`config.mk`:
```
export PLATFORM = sky130hd
export DESIGN_NAME = secir_ctrl
export DESIGN_NICKNAME = d
export VERILOG_FILES = /design/src/design/secir_pkg.sv /design/src/design/secir_ctrl.sv
export SDC_FILE = /design/constraint.sdc
export NUM_CORES = 1
export LEC_CHECK = 0
export BUFFER_PORTS_ARGS = -buffer_cell sky130_fd_sc_hd__buf_4
export CORE_MARGIN = 2
export CORE_UTILIZATION = 48
export CTS_BUF_LIST = sky130_fd_sc_hd__clkbuf_4 sky130_fd_sc_hd__clkbuf_8 sky130_fd_sc_hd__clkbuf_16
export CTS_CLUSTER_SIZE = 24
export DETAILED_ROUTE_END_ITERATION = 8
export PLACE_DENSITY = 0.74
export SETUP_SLACK_MARGIN = 0.15
export SYNTH_ARGS = -nofsm -noshare
export SYNTH_HDL_FRONTEND = slang
export SYNTH_SLANG_ARGS = --single-unit
```
`constraint.sdc`:
```
create_clock -name clk -period 2 [get_ports clk]
set_clock_uncertainty 0.15 [all_clocks]
set_input_delay 0.1 -clock clk [delete_from_list [all_inputs] [get_ports clk]]
set_output_delay 0.1 -clock clk [all_outputs]
set_load 0.01 [all_outputs]
```
`src/design/secir_pkg.sv`:
```
// ----------------------------------------------------------------------------
// SECIR step package
// Shared item types, register indexes, step codes and the controller/datapath
// command and status records for the implicit Euler SECIR step.
// ----------------------------------------------------------------------------
package secir_pkg;

	localparam int CNT_W  = 48;
	localparam int CFG_W  = 64;
	localparam int CIDX_W = 3;
	localparam int ITER_W = 5;

	typedef struct packed {
		logic [CNT_W-1:0] susceptible_in;
		logic [CNT_W-1:0] exposed_in;
		logic [CNT_W-1:0] carrier_in;
		logic [CNT_W-1:0] infected_in;
		logic [CNT_W-1:0] hospital_in;
		logic [CNT_W-1:0] icu_in;
		logic [CNT_W-1:0] recovered_in;
		logic [CNT_W-1:0] dead_in;
		logic [31:0]      contact_rate;
	} in_t;

	typedef struct packed {
		logic [CNT_W-1:0]  susceptible_out;
		logic [CNT_W-1:0]  exposed_out;
		logic [CNT_W-1:0]  carrier_out;
		logic [CNT_W-1:0]  infected_out;
		logic [CNT_W-1:0]  hospital_out;
		logic [CNT_W-1:0]  icu_out;
		logic [CNT_W-1:0]  recovered_out;
		logic [CNT_W-1:0]  dead_out;
		logic [ITER_W-1:0] iterations_used;
		logic              converged;
	} out_t;

	typedef enum logic [CIDX_W-1:0] {
		REG_INFECTION_GAIN  = 3'd0,
		REG_RISK_TOLERANCE  = 3'd1,
		REG_EXPOSED_RATES   = 3'd2,
		REG_CARRIER_RATES   = 3'd3,
		REG_INFECTED_RATES  = 3'd4,
		REG_HOSPITAL_RATES  = 3'd5,
		REG_ICU_DEATH_RATE  = 3'd6
	} reg_idx_t;

	// One code per arithmetic step of the schedule.
	typedef enum logic [4:0] {
		ST_G, ST_W, ST_F, ST_S, ST_TE, ST_E, ST_TC, ST_C, ST_TI, ST_I,
		ST_TH, ST_H, ST_TU, ST_U, ST_R1, ST_R2, ST_R3, ST_R4, ST_D
	} step_t;

	typedef struct packed {
		step_t step;
		logic  load;
		logic  kick;
	} cmd_t;

	typedef struct packed {
		logic done;
		logic conv_ok;
	} sts_t;

	localparam logic [6:0] SH_Q16  = 7'd16;
	localparam logic [6:0] SH_RISK = 7'd30;
	localparam logic [6:0] SH_Q56  = 7'd56;
	localparam logic [6:0] SH_Q24  = 7'd24;

	function automatic logic is_div(step_t s);
		return (s == ST_S) || (s == ST_E) || (s == ST_C) || (s == ST_I) ||
			(s == ST_H) || (s == ST_U);
	endfunction

endpackage

```
`src/design/secir_ctrl.sv`:
```
// ----------------------------------------------------------------------------
// SECIR controller
// Walks the step schedule, counts fixed-point passes and decides when the
// carrier/infected loop ends.
// ----------------------------------------------------------------------------
module secir_ctrl #(
	parameter int MAX_ITERATIONS = 16
) (
	input  logic                          clk,
	input  logic                          arst_n,
	input  logic                          start,
	input  secir_pkg::sts_t               sts,
	output secir_pkg::cmd_t               cmd,
	output logic                          busy,
	output logic                          done,
	output logic [secir_pkg::ITER_W-1:0]  iters,
	output logic                          conv
);
	import secir_pkg::*;

	localparam int IW = $clog2(MAX_ITERATIONS + 1);

	typedef enum logic [4:0] {
		S_IDLE  = 5'b00001,
		S_KICK  = 5'b00010,
		S_WAIT  = 5'b00100,
		S_CHECK = 5'b01000,
		S_DONE  = 5'b10000
	} state_t;

	state_t  state_q;
	step_t   step_q;
	logic [IW-1:0] iter_q;
	logic    conv_q;
	logic    accept;

	function automatic step_t next_step(step_t s);
		step_t n;
		unique case (s)
			ST_G:    n = ST_W;
			ST_W:    n = ST_F;
			ST_F:    n = ST_S;
			ST_S:    n = ST_TE;
			ST_TE:   n = ST_E;
			ST_E:    n = ST_TC;
			ST_TC:   n = ST_C;
			ST_C:    n = ST_TI;
			ST_TI:   n = ST_I;
			ST_TH:   n = ST_H;
			ST_H:    n = ST_TU;
			ST_TU:   n = ST_U;
			ST_U:    n = ST_R1;
			ST_R1:   n = ST_R2;
			ST_R2:   n = ST_R3;
			ST_R3:   n = ST_R4;
			ST_R4:   n = ST_D;
			default: n = ST_D;
		endcase
		return n;
	endfunction

	assign accept = start && (state_q == S_IDLE);

	always_ff @(posedge clk or negedge arst_n) begin
		if (!arst_n) begin
			state_q <= S_IDLE;
			step_q  <= ST_G;
			iter_q  <= '0;
			conv_q  <= 1'b0;
		end else begin
			unique case (state_q)
				S_IDLE: begin
					if (accept) begin
						step_q  <= ST_G;
						iter_q  <= '0;
						conv_q  <= 1'b0;
						state_q <= S_KICK;
					end
				end
				S_KICK: state_q <= S_WAIT;
				S_WAIT: begin
					if (sts.done) begin
						priority if (step_q == ST_I) begin
							state_q <= S_CHECK;
						end else if (step_q == ST_D) begin
							state_q <= S_DONE;
						end else begin
							step_q  <= next_step(step_q);
							state_q <= S_KICK;
						end
					end
				end
				S_CHECK: begin
					iter_q  <= iter_q + 1'b1;
					state_q <= S_KICK;
					priority if (sts.conv_ok) begin
						conv_q <= 1'b1;
						step_q <= ST_TH;
					end else if (IW'(iter_q + 1'b1) == IW'(MAX_ITERATIONS)) begin
						step_q <= ST_TH;
					end else begin
						step_q <= ST_W;
					end
				end
				S_DONE:  state_q <= S_IDLE;
				default: state_q <= S_IDLE;
			endcase
		end
	end

	assign cmd.step = step_q;
	assign cmd.load = accept;
	assign cmd.kick = (state_q == S_KICK);
	assign busy     = (state_q != S_IDLE);
	assign done     = (state_q == S_DONE);
	assign iters    = ITER_W'(iter_q);
	assign conv     = conv_q;

	a_done_single: assert property (@(posedge clk) disable iff (!arst_n)
		done |=> !done) else $error("result strobe held longer than one cycle");
	a_kick_single: assert property (@(posedge clk) disable iff (!arst_n)
		cmd.kick |=> !cmd.kick) else $error("unit started twice in a row");
	a_iter_cap: assert property (@(posedge clk) disable iff (!arst_n)
		1'b1 |-> (iter_q <= IW'(MAX_ITERATIONS))) else $error("pass count beyond cap");
	a_done_iters: assert property (@(posedge clk) disable iff (!arst_n)
		done |-> (iter_q != '0)) else $error("result without any pass");
endmodule

```
==> results of run 1 <==
==> stage by stage <==
step	instances	instance area, um^2
global route	174	1430
CTS	172	1320
global placement	159	1200
finish	174	1430
floorplan	113	1020
detailed placement	159	1200
==> cells by family (layout without fill, tap and decap cells) <==
family | count (synthesis) | in the layout | synth area share, %
muxes | 2 | 2 | 2.09
DFF | 16 | 16 | 39.5
xor gates and xnor gates | 2 | 2 | 1.72
buffers and inverters | 10 | 43 | 4.80
adders and majority gates | 7 | 7 | 8.62
and+or+nand+nor | 51 | 51 | 28.0
AOI/OAI and AO/OA | 25 | 26 | 15.3
==> final cells by class <==
class,count,share of cell area [%]
multi-input combinational,88,47.2
tap,27,2.36
clock buffer,4,2.10
timing repair buffer,34,18.8
sequential,16,28.3
inverter,5,1.31
==> flip-flops by register name, indices dropped and copies added, names as in the netlist <==
signal,flops
state_q,5
step_q,5
iters,5
conv,1
==> repair_timing <==
action / in CTS / in global routing
resized for setup: 5 / 19
pin swaps: 3 / 8
endpoints found under the hold margin: 19 / 0
setup buffers: 4 / 2
gates cloned: 1 / 0
setup endpoints to repair: 7 / 9
hold buffers: 4 / 0
==> path summary, 6_finish.rpt <==
path                                  from          to  slack (ps)  depth (start not counted)
worst max-delay path            state_q[0]   step_q[0]         100                          5
worst min-delay path                arst_n  state_q[4]          40                          2
worst max register to register  state_q[0]   step_q[0]         100                          5
worst min register to register        conv        conv         360                          2
max in group asynchronous           arst_n  state_q[0]        1390                          2
min in group clk                      conv        conv         360                          2
==> worst max-delay path, cell delays in order, from the launching register on <==
cell	delay [ps]
dfstp_2	580
or2b_1	290
or3_4	420
o211ai_1	130
buf_4	180
o21ai_1	70
==> synth_stat cells, types with 2 or more instances <==
library cell  count  share of area, %
dfrtp_1          15                37
nand2_1          12               4.4
nor2_1           10               3.7
ha_1              7               8.6
o21ai_0           6               3.0
o21ai_1           6               3.0
a21oi_1           5               2.5
inv_1             5               1.8
nand2b_1          5               3.1
clkbuf_1          3               1.1
nor3_1            3               1.5
nor4bb_1          3               3.0
or3_1             3               1.8
and2_1            2               1.2
nand3_1           2              0.99
nand4b_1          2               1.7
nor3b_1           2               1.5
o22ai_1           2               1.2
xor2_1            2               1.7
==> layer usage <==
metal  vias to the layer above  share of wire [%]  global-route usage (%)
li1                        468                  -                       -
met1                       468                 44                    29.8
met2                        33                 50                    34.4
met3                         4                5.2                    1.82
met4                         0                1.3                    5.56
met5                         -                  0                       0
==> power by group <==
group	internal, uW	switching [uW]	total, uW
sequential	360	26.4	387
combinational	254	289	543
clock	91.2	105	197
total	705	421	1130
==> flow_summary.ini, run 1 <==
[power]
p_leak_uw = 0.000624
power.density_mw_per_mm2 = 786
finalPower_uw = 1130
peakVddDrop_mv = 0.456

[cells_and_area]
seq_area_um2 = 405
diodes = 0
postLayoutCoreUtil_pct = 72.3
final_cell_mix = buf_4 (29), nand2_1 (12), dfrtp_1 (12)
num-fill-cells = 129
multi_input_area_um2 = 676
area_delta_synth_final_pct = 41.0
layout_commonest_cell = buf_4
nNetsFinal = 160
drive_above_1_share_pct = 39.5

[route]
drc = 0
wl_mm = 2.55
ant_nets = 0
dr.pass1.iters = 4
via_per_inst = 5.59
drt_iter0_drc = 38
via_count = 973
wl_per_cell_um = 14.6

[die]
std_cell_rows = 16
core-area_mm2 = 0.00198
dieArea_mm2 = 0.00250
die_h_um = 50.0
top_level_ports = 20
chipWidth_um = 50.0
initial_core_util_pct = 51.3

[setup_path]
critPathRequiredTime_ps = 2040
critPathKind = reg2reg
worstSetupEndpointType = register
cp_data_arrival_time_ps = 1940
critical_path.max_fanout = 5
start_kind = register

[placement]
place.gp.congestion = 0.957
pre_cts_slack_ps = 22.4
dp_hpwl_mm = 1.64
portBuffers = 19

[sta]
relSlewSlack_pct = 78.4
layout_setup_ws_ps = 98.2
finalMaxSlewViolations = 0
fmax_mhz = 526
fin_crit_ps = 1900
worstMarginPinSlew_ps = 324
grt_setup_unrepaired = yes
setup-violations-final = 0
timing.final.crit_share_pct = 95.1
hold_violations = 0
whs_ps = 44.3
fin_tns_setup_ps = 0

[global_route]
antenna_found_initial = 0
grt.overflow.total = 0
grt_usage_pct = 21.1
grt_max_degree = 17
grt_pass1_wl_mm = 4.08
grt_pass1_vias = 907

[synthesis]
synth_area_mm2 = 0.00102
synth_nets = 125
seq_area_frac_synth_pct = 39.5
ys_async_sr_fraction_pct = 100
synth_area_per_cell_um2 = 8.99
synth-seq-cells = 16
synth_ff_type = dfrtp_1
synth_warnings = 0
synth_enable_flop_cells = 0
syn_inst = 113
synth_cell_types = 37

[clock_tree]
cts_inserted_buffers = 3
htreeDepth = 1
clockBufferDepth = 2
root_buffer = clkbuf_4
insertion_delay_ps = 290
cts_tree = done
cts.sinks = 16
clkTransAtPathRegs_ps = 100

[hold_path]
hp-class = in2async

[run_status]
status = complete, no violations

[run]
cap_violations = 0
(Power assumes the default switching activity.)
==> inputs of run 2 (changes only) <==
Settings changed: ABC_AREA from default to 0, CORE_ASPECT_RATIO from default to 1.2.
==> flow_summary.ini, run 2 (synthesized netlist as in run 1, its figures left out) <==
[run_status]
status = complete, no violations

[sta]
finalMaxSlewViolations = 0
relSlewSlack_pct = 71.3
layout_setup_ws_ps = 77.8
timing.final.crit_share_pct = 96.1
hold_violations = 0
fmax_mhz = 520
grt_setup_unrepaired = yes
setup-violations-final = 0
worstMarginPinSlew_ps = 430
fin_tns_setup_ps = 0
fin_crit_ps = 1920

[cells_and_area]
layout_commonest_cell = buf_4
final_cell_mix = buf_4 (30), dfrtp_1 (14), nand2_1 (12)
nNetsFinal = 160
postLayoutCoreUtil_pct = 69.6
design_area_mm2 = 0.00141
stdcell_count = 167
diodes = 0
drive_above_1_share_pct = 36.1
area_delta_synth_final_pct = 38.8

[setup_path]
critPathRequiredTime_ps = 2040
max_stage_delay_ps = 440
critPathBufInv = 1
cpMaxStageDelayCell = or3_1
cp_top_family = simple AND/OR/NAND/NOR gates
r2r_start = state_q[1]
critical_path.max_fanout = 6
start_kind = register
r2r-end = step_q[4]
worstSetupEndpointType = register
critPathKind = reg2reg
cp_data_arrival_time_ps = 1960
rr_worst_depth = 5
crit_chain = or3_4 -> or3_1 -> o211ai_1 -> buf_4 -> o21ai_1
r2r_slack_ps = 80

[clock_tree]
cts_inserted_buffers = 3
htreeDepth = 1
cts.sinks = 16
insertion_delay_ps = 310
cts_tree = done
clockBufferDepth = 2
clkTransAtPathRegs_ps = 110
root_buffer = clkbuf_4

[global_route]
grt_usage_pct = 21.7
grt_max_degree = 17
grt_pass1_wl_mm = 3.82
grt.overflow.total = 0
antenna_found_initial = 0
grt_pass1_vias = 887

[placement]
pre_cts_slack_ps = 79.8
dp_cells = 152
place_area_mm2 = 0.00119
dp_hpwl_mm = 1.66
place.gp.congestion = 0.874
portBuffers = 19

[die]
initial_core_util_pct = 50.1
core-area_mm2 = 0.00203
std_cell_rows = 18
chipWidth_um = 46
top_level_ports = 20
die_h_um = 54.4
dieArea_mm2 = 0.00250

[run]
cap_violations = 0

[route]
drc = 0
ant_nets = 0
via_count = 981
wl_mm = 2.62
via_per_inst = 5.87
dr.pass1.iters = 4
wl_per_cell_um = 15.7
drt_iter0_drc = 32

[power]
peakVddDrop_mv = 0.411
power.density_mw_per_mm2 = 834
p_leak_uw = 0.000630

[hold_path]
hp-class = in2async
## run 2: routing by layer
metal / routed length (um) / global-route usage (%) / vias up
li1: - / - / 474
met1: 1080 / 26.7 / 469
met2: 1380 / 36.3 / 34
met3: 133 / 3.96 / 4
met4: 30 / 10.0 / 0
met5: 0 / 0 / -
## run 2: what timing repair did
item                                    4_1_cts  5_1_grt
pin swaps                                     3        6
hold endpoints to repair                     19        0
hold buffers                                  4        0
resized for setup                             4       13
gates cloned                                  1        0
buffers inserted                              4        2
endpoints found under the setup margin        6        9
## run 2: how the worst max path moves through the flow
| stage | endpoint | slack (ps) | depth (start not counted) | startpoint |
|---|---|---|---|---|
| 2_1_floorplan | step_q[2] | 130 | 5 | state_q[1] |
| 3_3_place_gp | step_q[2] | 110 | 7 | step_q[0] |
| 3_5_place_dp | step_q[2] | 80 | 7 | step_q[0] |
| 4_1_cts | cmd[0] | 150 | 3 | state_q[3] |
| 5_1_grt | step_q[2] | 10 | 5 | state_q[1] |
| 6_report | step_q[4] | 80 | 5 | state_q[1] |
## run 2: through the flow
stage,power [uW],hold slack (ps)
final,1180,24.3
after global routing,1230,53.8
after CTS,1060,46.2
after detailed placement,766,-180
after global placement,754,-184
after floorplan,651,-346
## run 2: power by group
part	leakage, uW	total (uW)	switching, uW	internal, uW
logic	0.000393	565	296	270
registers	0.000217	386	25.4	360
clock network	0.0000210	225	113	111
## run 2: layout make-up
type	count	area, um^2
flip-flops and latches	16	403
multi-input cells	88	662
well taps	20	25.0
repair buffers	34	265
inverters	5	18.8
fillers	143	617
clock buffers	4	36.3
==> inputs of run 3 (changes only) <==
Settings changed: CTS_BUF_LIST sky130_fd_sc_hd__clkbuf_4 sky130_fd_sc_hd__clkbuf_8 sky130_fd_sc_hd__clkbuf_16 to sky130_fd_sc_hd__clkbuf_16, GPL_TIMING_DRIVEN from default to 0.
==> flow_summary.ini, run 3 (synthesized netlist as in run 1, its figures left out) <==
[route]
drc = 0
dr.pass1.iters = 4
drt_iter0_drc = 14
ant_nets = 0
via_count = 1039
via_per_inst = 6.11
wl_mm = 2.87
wl_per_cell_um = 16.9

[placement]
dp_hpwl_mm = 1.59
dp_cells = 152
place.gp.congestion = 0.812
portBuffers = 19

[setup_path]
cp_data_arrival_time_ps = 1710
r2r_slack_ps = 50
rr_worst_depth = 6
start_kind = register
critPathKind = reg2out
r2r-end = step_q[3]
critPathRequiredTime_ps = 1750
r2r_start = state_q[0]
critical_path.max_fanout = 5
worstSetupEndpointType = output port

[sta]
setup-violations-final = 0
timing.final.crit_share_pct = 97.8
fin_crit_ps = 1960
fmax_mhz = 511
hold_violations = 0
grt_setup_unrepaired = yes
relSlewSlack_pct = 60.9
worstMarginPinSlew_ps = 586
finalMaxSlewViolations = 0

[clock_tree]
cts_tree = done
clockBufferDepth = 2
htreeDepth = 1
cts.sinks = 16
root_buffer = clkbuf_16
insertion_delay_ps = 250
cts_inserted_buffers = 3
clkTransAtPathRegs_ps = 50

[die]
top_level_ports = 20
die_h_um = 54.4
chipWidth_um = 46
dieArea_mm2 = 0.00250
core-area_mm2 = 0.00203
initial_core_util_pct = 50.1
std_cell_rows = 18

[cells_and_area]
drive_above_1_share_pct = 38.0
num-fill-cells = 148
nNetsFinal = 163
seq_area_um2 = 403
diodes = 0
area_delta_synth_final_pct = 46.6
multi_input_area_um2 = 682
layout_commonest_cell = buf_4
postLayoutCoreUtil_pct = 73.5
final_cell_mix = buf_4 (30), dfrtp_1 (14), nand2_1 (11)
stdcell_count = 170

[power]
peakVddDrop_mv = 0.589
power.density_mw_per_mm2 = 994
p_leak_uw = 0.000664

[global_route]
grt_pass1_wl_mm = 4.49
grt_usage_pct = 25.4
grt_max_degree = 17
antenna_found_initial = 0
grt.overflow.total = 0
grt_pass1_vias = 1002

[hold_path]
hp-start = start
worstHoldEndpoint = conv
min_path_cells = 3
hp-class = in2reg

[run]
cap_violations = 0

[run_status]
status = complete, no violations
## run 3: changes by cell type in the layout (fill, tap and decap cells not counted), sizes merged
cell and delta:
buf +1, clkbuf +2, clkinv +1, dlygate4sd3 -1
## run 3: metrics by stage
step | hold WS [ps] | area [um^2] | worst slack (ps) | setup TNS, ps | total power [uW]
2_1_floorplan | -346 | 1020 | 131 | 0 | 651
5_1_grt | 38.9 | 1490 | -14.9 | -28.9 | 1550
3_5_place_dp | -179 | 1180 | 36.3 | 0 | 774
6_report | 19.8 | 1490 | 44.5 | 0 | 1480
3_3_place_gp | -182 | 1180 | 28.2 | 0 | 762
4_1_cts | 15.0 | 1450 | 87.2 | 0 | 1370
## run 3: what timing repair did
item | 4_1_cts | 5_1_grt
setup endpoints to repair | 12 | 10
cloned | 1 | 0
hold buffers | 3 | 0
setup buffers | 9 | 1
hold endpoints to repair | 18 | 0
resized for setup | 17 | 6
pin swaps | 11 | 5
## run 3: metal layers
| layer | global-route usage [%] | vias to the layer above | share of wire (%) |
|---|---|---|---|
| li1 | - | 477 | - |
| met1 | 27.6 | 515 | 41 |
| met2 | 43.5 | 35 | 51 |
| met3 | 5.94 | 12 | 4.8 |
| met4 | 15.7 | 0 | 3.3 |
| met5 | 0 | - | 0 |
## run 3: how the worst max path moves through the flow
stage                          start        end  slack [ps]  cells after the start
after floorplan           state_q[1]  step_q[2]         130                      5
after global placement    state_q[1]  step_q[2]          30                      5
after detailed placement  state_q[1]   iters[2]          40                      5
after CTS                 state_q[1]  step_q[2]          90                      5
after global routing      state_q[0]  step_q[0]         -10                      6
final                     state_q[0]     cmd[1]          40                      6
## run 3: critical path, cell delays in order (launching register included)
cell	delay, ps
dfstp_2	580
or2b_4	300
buf_4	140
nor2_4	90
and2_4	150
buf_4	90
buf_4	100
## run 3: power breakdown
| group | total [uW] | switching, uW | internal (uW) |
|---|---|---|---|
| Combinational | 688 | 343 | 344 |
| Sequential | 396 | 34.1 | 362 |
| Clock | 397 | 131 | 266 |
## run 3: area by class of cell
class,instances,area share [%]
multi-input cells,88,45.8
flip-flops and latches,16,27.1
repair buffers,32,16.6
clock buffers,3,5.04
plain buffers,5,2.27
well taps,20,1.68
inverters,5,1.26
clock inverters,1,0.252
